[src/hdl/tlbpt_pkg.sv]
// Shared types and constants for the TLB page table translator.
// Used by the controller, datapath and top level; no dependencies.
`default_nettype none

package tlbpt_pkg;

  localparam int ADDR_W          = 16;
  localparam int PHYS_W          = 15;
  localparam int PAGE_COUNT      = 256;
  localparam int PAGE_BYTES      = 256;
  localparam int PAGE_W          = $clog2(PAGE_COUNT);
  localparam int OFFSET_W        = $clog2(PAGE_BYTES);
  localparam int CNT_W           = 32;
  localparam int TLB_ENTRIES_DEF = 16;
  localparam int FRAME_COUNT_DEF = 128;

  // controller to datapath
  typedef struct packed {
    logic capture;  // word accepted this cycle: latch address, start memory reads
    logic exec;     // resolve translation and commit state
  } dp_cmd_t;

  // datapath to controller
  typedef struct packed {
    logic skid_full;  // second result slot occupied, hold off new words
  } dp_status_t;

endpackage

`default_nettype wire

[src/hdl/tlbpt_ctrl.sv]
// Controller for the TLB page table translator: two-state sequencer.
// Depends on tlbpt_pkg for the command and status structs.
`default_nettype none

module tlbpt_ctrl import tlbpt_pkg::*; (
  input  logic       clk,
  input  logic       rst,
  input  logic       in_valid,
  output logic       in_ready,
  input  dp_status_t status,
  output dp_cmd_t    cmd
);

  localparam logic S_IDLE = 1'b0;
  localparam logic S_EXEC = 1'b1;

  logic state;
  logic state_next;

  assign in_ready    = (state == S_IDLE) && !status.skid_full;
  assign cmd.capture = in_valid && in_ready;
  assign cmd.exec    = (state == S_EXEC);

  always_comb begin
    case (state)
      S_IDLE:  state_next = cmd.capture ? S_EXEC : S_IDLE;
      S_EXEC:  state_next = S_IDLE;
      default: state_next = S_IDLE;
    endcase
  end

  always_ff @(posedge clk) begin
    if (rst) begin
      state <= S_IDLE;
    end else begin
      state <= state_next;
    end
  end

endmodule

`default_nettype wire

[src/hdl/tlbpt_datapath.sv]
// Datapath for the TLB page table translator: TLB, page table memories,
// FIFO frame allocation, counters and a two-slot result queue.
// Depends on tlbpt_pkg.
`default_nettype none

module tlbpt_datapath import tlbpt_pkg::*; #(
  parameter int TLB_ENTRIES   = TLB_ENTRIES_DEF,
  parameter int FRAME_COUNT_P = FRAME_COUNT_DEF
) (
  input  logic                clk,
  input  logic                rst,
  input  dp_cmd_t             cmd,
  output dp_status_t          status,
  input  logic [ADDR_W-1:0]   virt_addr,
  output logic                out_valid,
  input  logic                out_ready,
  output logic [PHYS_W-1:0]   phys_addr,
  output logic                tlb_hit,
  output logic                page_fault,
  output logic                evicted_valid,
  output logic [PAGE_W-1:0]   victim_page,
  output logic [CNT_W-1:0]    fault_total,
  output logic [CNT_W-1:0]    hit_total
);

  localparam int FW     = $clog2(FRAME_COUNT_P);
  localparam int FUW    = $clog2(FRAME_COUNT_P + 1);
  localparam int TIW    = (TLB_ENTRIES > 1) ? $clog2(TLB_ENTRIES) : 1;
  localparam int FULL_W = FW + OFFSET_W;

  typedef struct packed {
    logic [PHYS_W-1:0] phys;
    logic              hit;
    logic              fault;
    logic              ev_valid;
    logic [PAGE_W-1:0] ev_page;
    logic [CNT_W-1:0]  faults;
    logic [CNT_W-1:0]  hits;
  } result_t;

  // page table memories
  logic [FW-1:0]     page_frame_map   [PAGE_COUNT];
  logic [PAGE_W-1:0] frame_owner_page [FRAME_COUNT_P];
  logic [PAGE_COUNT-1:0] page_resident;

  // TLB
  logic [PAGE_W-1:0]      tlb_page_tag    [TLB_ENTRIES];
  logic [FW-1:0]          tlb_frame_entry [TLB_ENTRIES];
  logic [TLB_ENTRIES-1:0] tlb_entry_valid;
  logic [TIW-1:0]         tlb_fill_pointer;

  logic [FUW-1:0]   frames_in_use;
  logic [FW-1:0]    victim_pointer;
  logic [CNT_W-1:0] fault_counter;
  logic [CNT_W-1:0] hit_counter;

  logic [PAGE_W-1:0]   page_q;
  logic [OFFSET_W-1:0] offset_q;
  logic [FW-1:0]       map_q;
  logic [PAGE_W-1:0]   owner_q;

  logic [PAGE_W-1:0] in_page;
  assign in_page = virt_addr[OFFSET_W +: PAGE_W];

  // lookup and resolve
  logic [TLB_ENTRIES-1:0] match;
  logic [TLB_ENTRIES-1:0] inv;
  logic                   hit;
  logic [FW-1:0]          tlb_frame_sel;
  logic                   fault;
  logic                   room;
  logic                   evict;
  logic [FW-1:0]          new_frame;
  logic [FW-1:0]          frame;
  logic [PAGE_W-1:0]      ev_page;
  logic [CNT_W-1:0]       fault_counter_next;
  logic [CNT_W-1:0]       hit_counter_next;
  logic [FULL_W+PHYS_W-1:0] phys_ext;
  result_t                res;

  always_comb begin
    tlb_frame_sel = '0;
    for (int i = TLB_ENTRIES - 1; i >= 0; i--) begin
      match[i] = tlb_entry_valid[i] && (tlb_page_tag[i] == page_q);
      inv[i]   = tlb_entry_valid[i] && (tlb_page_tag[i] == owner_q);
      // scan down so the lowest matching entry wins
      if (match[i]) begin
        tlb_frame_sel = tlb_frame_entry[i];
      end
    end
  end

  assign hit       = |match;
  assign fault     = !hit && !page_resident[page_q];
  assign room      = frames_in_use < FUW'(FRAME_COUNT_P);
  assign evict     = fault && !room;
  assign new_frame = room ? frames_in_use[FW-1:0] : victim_pointer;
  assign frame     = hit ? tlb_frame_sel : (fault ? new_frame : map_q);
  assign ev_page   = evict ? owner_q : '0;

  assign fault_counter_next = fault_counter + CNT_W'(fault);
  assign hit_counter_next   = hit_counter + CNT_W'(hit);

  assign phys_ext = {{PHYS_W{1'b0}}, frame, offset_q};

  assign res.phys     = phys_ext[PHYS_W-1:0];
  assign res.hit      = hit;
  assign res.fault    = fault;
  assign res.ev_valid = evict;
  assign res.ev_page  = ev_page;
  assign res.faults   = fault_counter_next;
  assign res.hits     = hit_counter_next;

  // memory ports: read on capture, write on a fault
  always_ff @(posedge clk) begin
    if (cmd.capture) begin
      map_q <= page_frame_map[in_page];
    end
    if (cmd.exec && fault) begin
      page_frame_map[page_q] <= new_frame;
    end
  end

  always_ff @(posedge clk) begin
    if (cmd.capture) begin
      owner_q <= frame_owner_page[victim_pointer];
    end
    if (cmd.exec && fault) begin
      frame_owner_page[new_frame] <= page_q;
    end
  end

  always_ff @(posedge clk) begin
    if (cmd.capture) begin
      page_q   <= in_page;
      offset_q <= virt_addr[OFFSET_W-1:0];
    end
  end

  // TLB payload needs no reset
  always_ff @(posedge clk) begin
    if (cmd.exec && !hit) begin
      tlb_page_tag[tlb_fill_pointer]    <= page_q;
      tlb_frame_entry[tlb_fill_pointer] <= frame;
    end
  end

  always_ff @(posedge clk) begin
    if (rst) begin
      page_resident    <= '0;
      tlb_entry_valid  <= '0;
      tlb_fill_pointer <= '0;
      frames_in_use    <= '0;
      victim_pointer   <= '0;
      fault_counter    <= '0;
      hit_counter      <= '0;
    end else if (cmd.exec) begin
      fault_counter <= fault_counter_next;
      hit_counter   <= hit_counter_next;
      if (fault) begin
        page_resident[page_q] <= 1'b1;
        if (room) begin
          frames_in_use <= frames_in_use + FUW'(1);
        end else begin
          page_resident[owner_q] <= 1'b0;
          victim_pointer <= (victim_pointer == FW'(FRAME_COUNT_P - 1)) ?
                            '0 : victim_pointer + FW'(1);
        end
      end
      if (!hit) begin
        // drop entries of the evicted page, then fill the next slot
        tlb_entry_valid <= (evict ? (tlb_entry_valid & ~inv) : tlb_entry_valid) |
                           (TLB_ENTRIES'(1) << tlb_fill_pointer);
        tlb_fill_pointer <= (tlb_fill_pointer == TIW'(TLB_ENTRIES - 1)) ?
                            '0 : tlb_fill_pointer + TIW'(1);
      end
    end
  end

  // two-slot result queue: output register plus skid slot
  result_t out_q;
  result_t skid_q;
  logic    skid_full;
  logic    pop;

  assign pop              = out_valid && out_ready;
  assign status.skid_full = skid_full;

  always_ff @(posedge clk) begin
    if (rst) begin
      out_valid <= 1'b0;
      skid_full <= 1'b0;
    end else if (cmd.exec) begin
      if (!out_valid || pop) begin
        out_valid <= 1'b1;
      end else begin
        skid_full <= 1'b1;
      end
    end else if (pop) begin
      if (skid_full) begin
        skid_full <= 1'b0;
      end else begin
        out_valid <= 1'b0;
      end
    end
  end

  always_ff @(posedge clk) begin
    if (cmd.exec) begin
      if (!out_valid || pop) begin
        out_q <= res;
      end else begin
        skid_q <= res;
      end
    end else if (pop && skid_full) begin
      out_q <= skid_q;
    end
  end

  assign phys_addr     = out_q.phys;
  assign tlb_hit       = out_q.hit;
  assign page_fault    = out_q.fault;
  assign evicted_valid = out_q.ev_valid;
  assign victim_page   = out_q.ev_page;
  assign fault_total   = out_q.faults;
  assign hit_total     = out_q.hits;

endmodule

`default_nettype wire

[src/hdl/tlb_page_table_translator_core.sv]
// Top level of the TLB page table translator.
// Instantiates tlbpt_ctrl and tlbpt_datapath; depends on tlbpt_pkg.
//
// Usage:
//   Input channel (in_valid/in_ready) carries one logical address per word;
//   bits above the offset select the page, the low bits are the offset.
//   Output channel (out_valid/out_ready) returns one word per input: the
//   physical address, TLB hit, page fault and eviction flags, and running
//   fault and hit totals (32 bits, wrapping).
//   Each word is accepted while the page table and frame owner memories
//   are read; then the TLB is searched, the frame resolved and state
//   written back. The synchronous page table read forces this split; no
//   new word is accepted until the previous one is resolved. The result
//   is registered into the output register, or the skid slot if busy.
//   Results go into a two-slot queue, so a word is still accepted while one
//   result waits; when both slots are full, in_ready stays low until the
//   receiver takes a word.
//   Reset clears the TLB valid bits, page residency, frame allocation,
//   victim pointer and counters at once; no clearing pass is needed.
//   Frames are handed out in order, then reused oldest first; an evicted
//   page's TLB entries are invalidated. TLB misses refill round-robin.
`default_nettype none

module tlb_page_table_translator_core import tlbpt_pkg::*; #(
  parameter int TLB_ENTRIES   = TLB_ENTRIES_DEF,
  parameter int FRAME_COUNT_P = FRAME_COUNT_DEF
) (
  input  logic              clk,
  input  logic              rst,
  input  logic              in_valid,
  output logic              in_ready,
  input  logic [ADDR_W-1:0] virt_addr,
  output logic              out_valid,
  input  logic              out_ready,
  output logic [PHYS_W-1:0] phys_addr,
  output logic              tlb_hit,
  output logic              page_fault,
  output logic              evicted_valid,
  output logic [PAGE_W-1:0] victim_page,
  output logic [CNT_W-1:0]  fault_total,
  output logic [CNT_W-1:0]  hit_total
);

  dp_cmd_t    cmd;
  dp_status_t status;

  tlbpt_ctrl u_ctrl (
    .clk      (clk),
    .rst      (rst),
    .in_valid (in_valid),
    .in_ready (in_ready),
    .status   (status),
    .cmd      (cmd)
  );

  tlbpt_datapath #(
    .TLB_ENTRIES   (TLB_ENTRIES),
    .FRAME_COUNT_P (FRAME_COUNT_P)
  ) u_datapath (
    .clk           (clk),
    .rst           (rst),
    .cmd           (cmd),
    .status        (status),
    .virt_addr     (virt_addr),
    .out_valid     (out_valid),
    .out_ready     (out_ready),
    .phys_addr     (phys_addr),
    .tlb_hit       (tlb_hit),
    .page_fault    (page_fault),
    .evicted_valid (evicted_valid),
    .victim_page   (victim_page),
    .fault_total   (fault_total),
    .hit_total     (hit_total)
  );

endmodule

`default_nettype wire

[config.mk]
export PLATFORM = sky130hd
export DESIGN_NAME = tlb_page_table_translator_core
export DESIGN_NICKNAME = d
export VERILOG_FILES = /design/src/hdl/tlbpt_pkg.sv /design/src/hdl/tlbpt_ctrl.sv /design/src/hdl/tlbpt_datapath.sv /design/src/hdl/tlb_page_table_translator_core.sv
export SDC_FILE = /design/constraint.sdc
export NUM_CORES = 2
export LEC_CHECK = 0
export ABC_AREA = 1
export BUFFER_PORTS_ARGS = -buffer_cell sky130_fd_sc_hd__buf_2
export CORE_ASPECT_RATIO = 1.75
export CORE_UTILIZATION = 60
export CTS_CLUSTER_SIZE = 40
export DETAILED_ROUTE_END_ITERATION = 8
export MAX_ROUTING_LAYER = met4
export PLACE_DENSITY = 0.79
export SETUP_SLACK_MARGIN = 0.2
export SYNTH_ARGS = -nofsm -noshare
export SYNTH_HDL_FRONTEND = slang
export SYNTH_SLANG_ARGS = --single-unit
[constraint.sdc]
create_clock -name clk -period 11.9 [get_ports clk]
set_input_delay 1.19 -clock clk [delete_from_list [all_inputs] [get_ports clk]]
set_output_delay 1.19 -clock clk [all_outputs]
set_load 0.02 [all_outputs]
==> qor.csv <==
stage,metric,value,unit
clock_tree,cts_sinks,3625,
clock_tree,cts-hold-fix-buffers,0,
drt,drc,2,
grt,grt_pass1_wl,657,mm
layout,final_nets,12600,
floorplanning,dieArea,251000,sq um
flow_run,cap_violations,3,
synth,yosys.area.top_type_share,65.8,%
setup_path,critPathRequiredTime,12.40,ns
outcome,violations,"DRC, capacitance limit, slew limit",
placement,place_inst,15600,
floorplanning,die_y,662,um
grt,grt_use_total,36.7,%
clock_tree,cts_tree,yes,
setup_path,crit_chain,"inv_2, nor2_4, buf_4, clkinv_1, o22ai_1, o21ai_1, o21ai_0, o21ai_0, nand4_1, nand2_1, nand2_2, nor2_4, nand2_4, nor2_8, buf_4, nand2_2, nor2_1",
drt,ant_nets,0,
synth,syn_area_per_cell,11.6,sq um
sta,period_minus_slack,8.24,ns
drt,via_per_inst,6.60,
clock_tree,post_cts_buffers,0,
floorplanning,rows,241,
layout,instances_no_fill,16100,
setup_path,critPathCaptureType,register,
clock_tree,cts_max_path_buffers,4,
placement,routabilityCongestion,0.982,
layout,areaGrowthSynthToFinish,8.98,%
grt,antenna_found_initial,12,
sta,fin_crit_sh,69.3,%
pwr,vdd_drop_max,0.151,mV
drt,wl_per_cell,28.0,um
synth,synthTopCellsByArea,"edfxtp_1, o21ai_0, nor2_1",
worst_hold_path,min_from,u_datapath.offset_q[5]$_DFFE_PP_,
grt,grt_max_degree,212,
placement,dpl.hpwl,274,mm
clock_tree,clkTransAtPathRegs,0.07,ns
synth,netlist_area,149000,sq um
synth,synthArstFlopShare,0,%
synth,yosysWarnings,0,
synth,ys_seq_area_share,70.6,%
sta,rsz0062_at_grt,no,
sta,fin_setup_tns,0,ns
sta,worst_slew_margin_rel,-2.30,%
clock_tree,clock_latency,0.92,ns
synth,synth.distinct_cells,55,
pwr,p_leak,53.6,nW
floorplanning,io_pins,112,
clock_tree,root_buffer,clkbuf_16,
sta,hold_viol_final,0,
drt,drt_iter0_drc,15400,
grt,grt_pass1_vias,104000,
drt,dr.pass1.iters,9,
outcome,status,"finished, violations left",
sta,setup_viol_count_final,0,
clock_tree,cts_max_level,5,
setup_path,start_kind,register,
clock_tree,ctsResizeCount,0,
floorplanning,start_util,60.5,%
synth,syn_nets,12900,
synth,synth_ff_type,edfxtp_1,
setup_path,worst-endpoint-arrival,8.74,ns
synth,synth-edff-count,3267,
drt,via_count,107000,
sta,fmax,121,MHz
setup_path,cp_max_fo,68,
synth,synth_cells,12900,
sta,finalMaxSlewViolations,3,
sta,finalClockSkew,0.0658,ns
floorplanning,die-width,379,um
placement,io_buffer_count,111,
setup_path,startpoint,u_datapath.page_q[0]$_DFFE_PP_,
pwr,power_density,157,nW/um^2
synth,ys_seq_elements,3625,
setup_path,r2r_start,u_datapath.page_q[0]$_DFFE_PP_,
layout,drive_gt1_share,7.36,%
setup_path,crit_type,register to register,
synth,synth_area_leader_cell,edfxtp_1,
setup_path,cpMaxStageDelayCell,nand2_2,
floorplanning,placeableCoreArea,247000,sq um
worst_hold_path,hp-class,register to register,
setup_path,slowest_delay,1.02,ns
sta,worstMarginPinSlew,1.53,ns
drt,wl,453,mm
clock_tree,cts_inserted_buffers,311,
grt,grt_overflow,0,
==> report_power, final <==
| group | internal (mW) | switching [mW] |
|---|---|---|
| logic | 0.250 | 0.934 |
| registers | 13.8 | 0.0243 |
| clock network | 5.80 | 4.62 |
| total | 19.9 | 5.58 |
==> worst paths after layout <==
path | endpoint | slack [ns] | depth (start not counted)
worst max-delay path | u_datapath.page_frame_map[2][6]$_DFFE_PP_ | 3.66 | 17
worst min-delay path | u_datapath.skid_q[80]$_DFFE_PP_ | 0.46 | 0
worst max register to register | u_datapath.page_frame_map[2][6]$_DFFE_PP_ | 3.66 | 17
worst min register to register | u_datapath.skid_q[80]$_DFFE_PP_ | 0.46 | 0
==> critical path, delay by kind of cell, from the launching register on <==
kind	cells	cell delay [ns]
AOI/OAI and AO/OA	4	1.19
buffers and inverters	4	2.25
DFF	1	0.66
and+or+nand+nor	9	3.61
==> metal layers <==
metal	vias up	global-route usage (%)	wire, um
met5	-	-	0
met4	0	30.6	46500
met3	2078	6.28	45900
met2	7598	58.4	217000
met1	51300	40.4	143000
li1	45600	-	-
==> cell type report <==
type / count / area (sq um)
multi-input cells: 7681 / 38000
well taps: 3280 / 4100
clock buffers: 394 / 8530
fillers: 17500 / 84100
clock inverters: 168 / 1740
inverters: 687 / 2660
diodes: 8 / 20.0
flip-flops and latches: 3625 / 105000
repair buffers: 302 / 2180
==> cells by family after synthesis <==
family	synth area share, %
compound gates	12.5
xor+xnor	1.29
fa+ha+maj	0.101
buf+inv	4.06
flops	70.6
mux	0.00755
simple gates	11.5
==> cell usage after synthesis (20+ instances only) <==
| cell | count |
|---|---|
| a22oi_1 | 20 |
| o211ai_1 | 32 |
| nand3_1 | 425 |
| buf_2 | 80 |
| o22ai_1 | 796 |
| inv_1 | 667 |
| buf_4 | 22 |
| nor2_2 | 81 |
| nand4_1 | 84 |
| nor3_1 | 59 |
| o221ai_1 | 134 |
| o21ai_0 | 1777 |
| o21a_1 | 123 |
| clkbuf_1 | 695 |
| o32ai_1 | 28 |
| buf_1 | 52 |
| a21oi_1 | 288 |
| xnor2_1 | 132 |
| nor4_1 | 27 |
| nor2_1 | 2268 |
| dfxtp_1 | 358 |
| edfxtp_1 | 3267 |
| xor2_1 | 88 |
| nand2_1 | 1176 |
==> metrics by stage <==
stage	power [mW]	setup slack, ns	utilization (%)	hold WS (ns)	cell area, sq um
floorplan	14.8	2.29	-	0.427	149000
global placement	15.2	4.20	61.7	0.438	152000
detailed placement	15.3	4.03	61.7	0.442	152000
CTS	25.4	4.04	65.9	0.455	162000
global route	25.9	3.64	65.9	0.462	163000
finish	25.4	3.66	65.9	0.457	163000
==> sequential cells by signal, indices dropped and copies added (netlist names), 16 cells and up <==
name,flops
u_datapath.fault_total,32
u_datapath.tlb_frame_entry,112
u_datapath.hit_total,32
u_datapath.page_frame_map,1792
u_datapath.frame_owner_page,1024
u_datapath.hit_counter,32
u_datapath.fault_counter,32
u_datapath.page_resident,256
u_datapath.skid_q,90
u_datapath.tlb_page_tag,128
u_datapath.tlb_entry_valid,16
==> layout by cell type (no fill, tap or decap), types with 17 or more instances in the layout <==
cell type,count
a22oi_1,20
nor2_2,84
nand4_1,84
a21oi_1,287
nor3_1,41
dfxtp_1,354
a31oi_1,19
o221ai_1,134
o21a_1,123
buf_2,106
nor3_2,20
o32ai_1,27
inv_2,17
xnor2_1,132
o211ai_1,32
inv_1,652
o22ai_1,795
clkbuf_8,22
nor4_1,25
clkbuf_16,321
xor2_1,88
o21ai_0,1776
clkinv_2,49
nand3_1,425
nand2_1,1174
clkinv_1,61
clkbuf_1,51
bufinv_16,32
nor2_1,2261
edfxtp_1,3267
buf_4,180
Note: power is estimated with default switching activity, not from simulation.
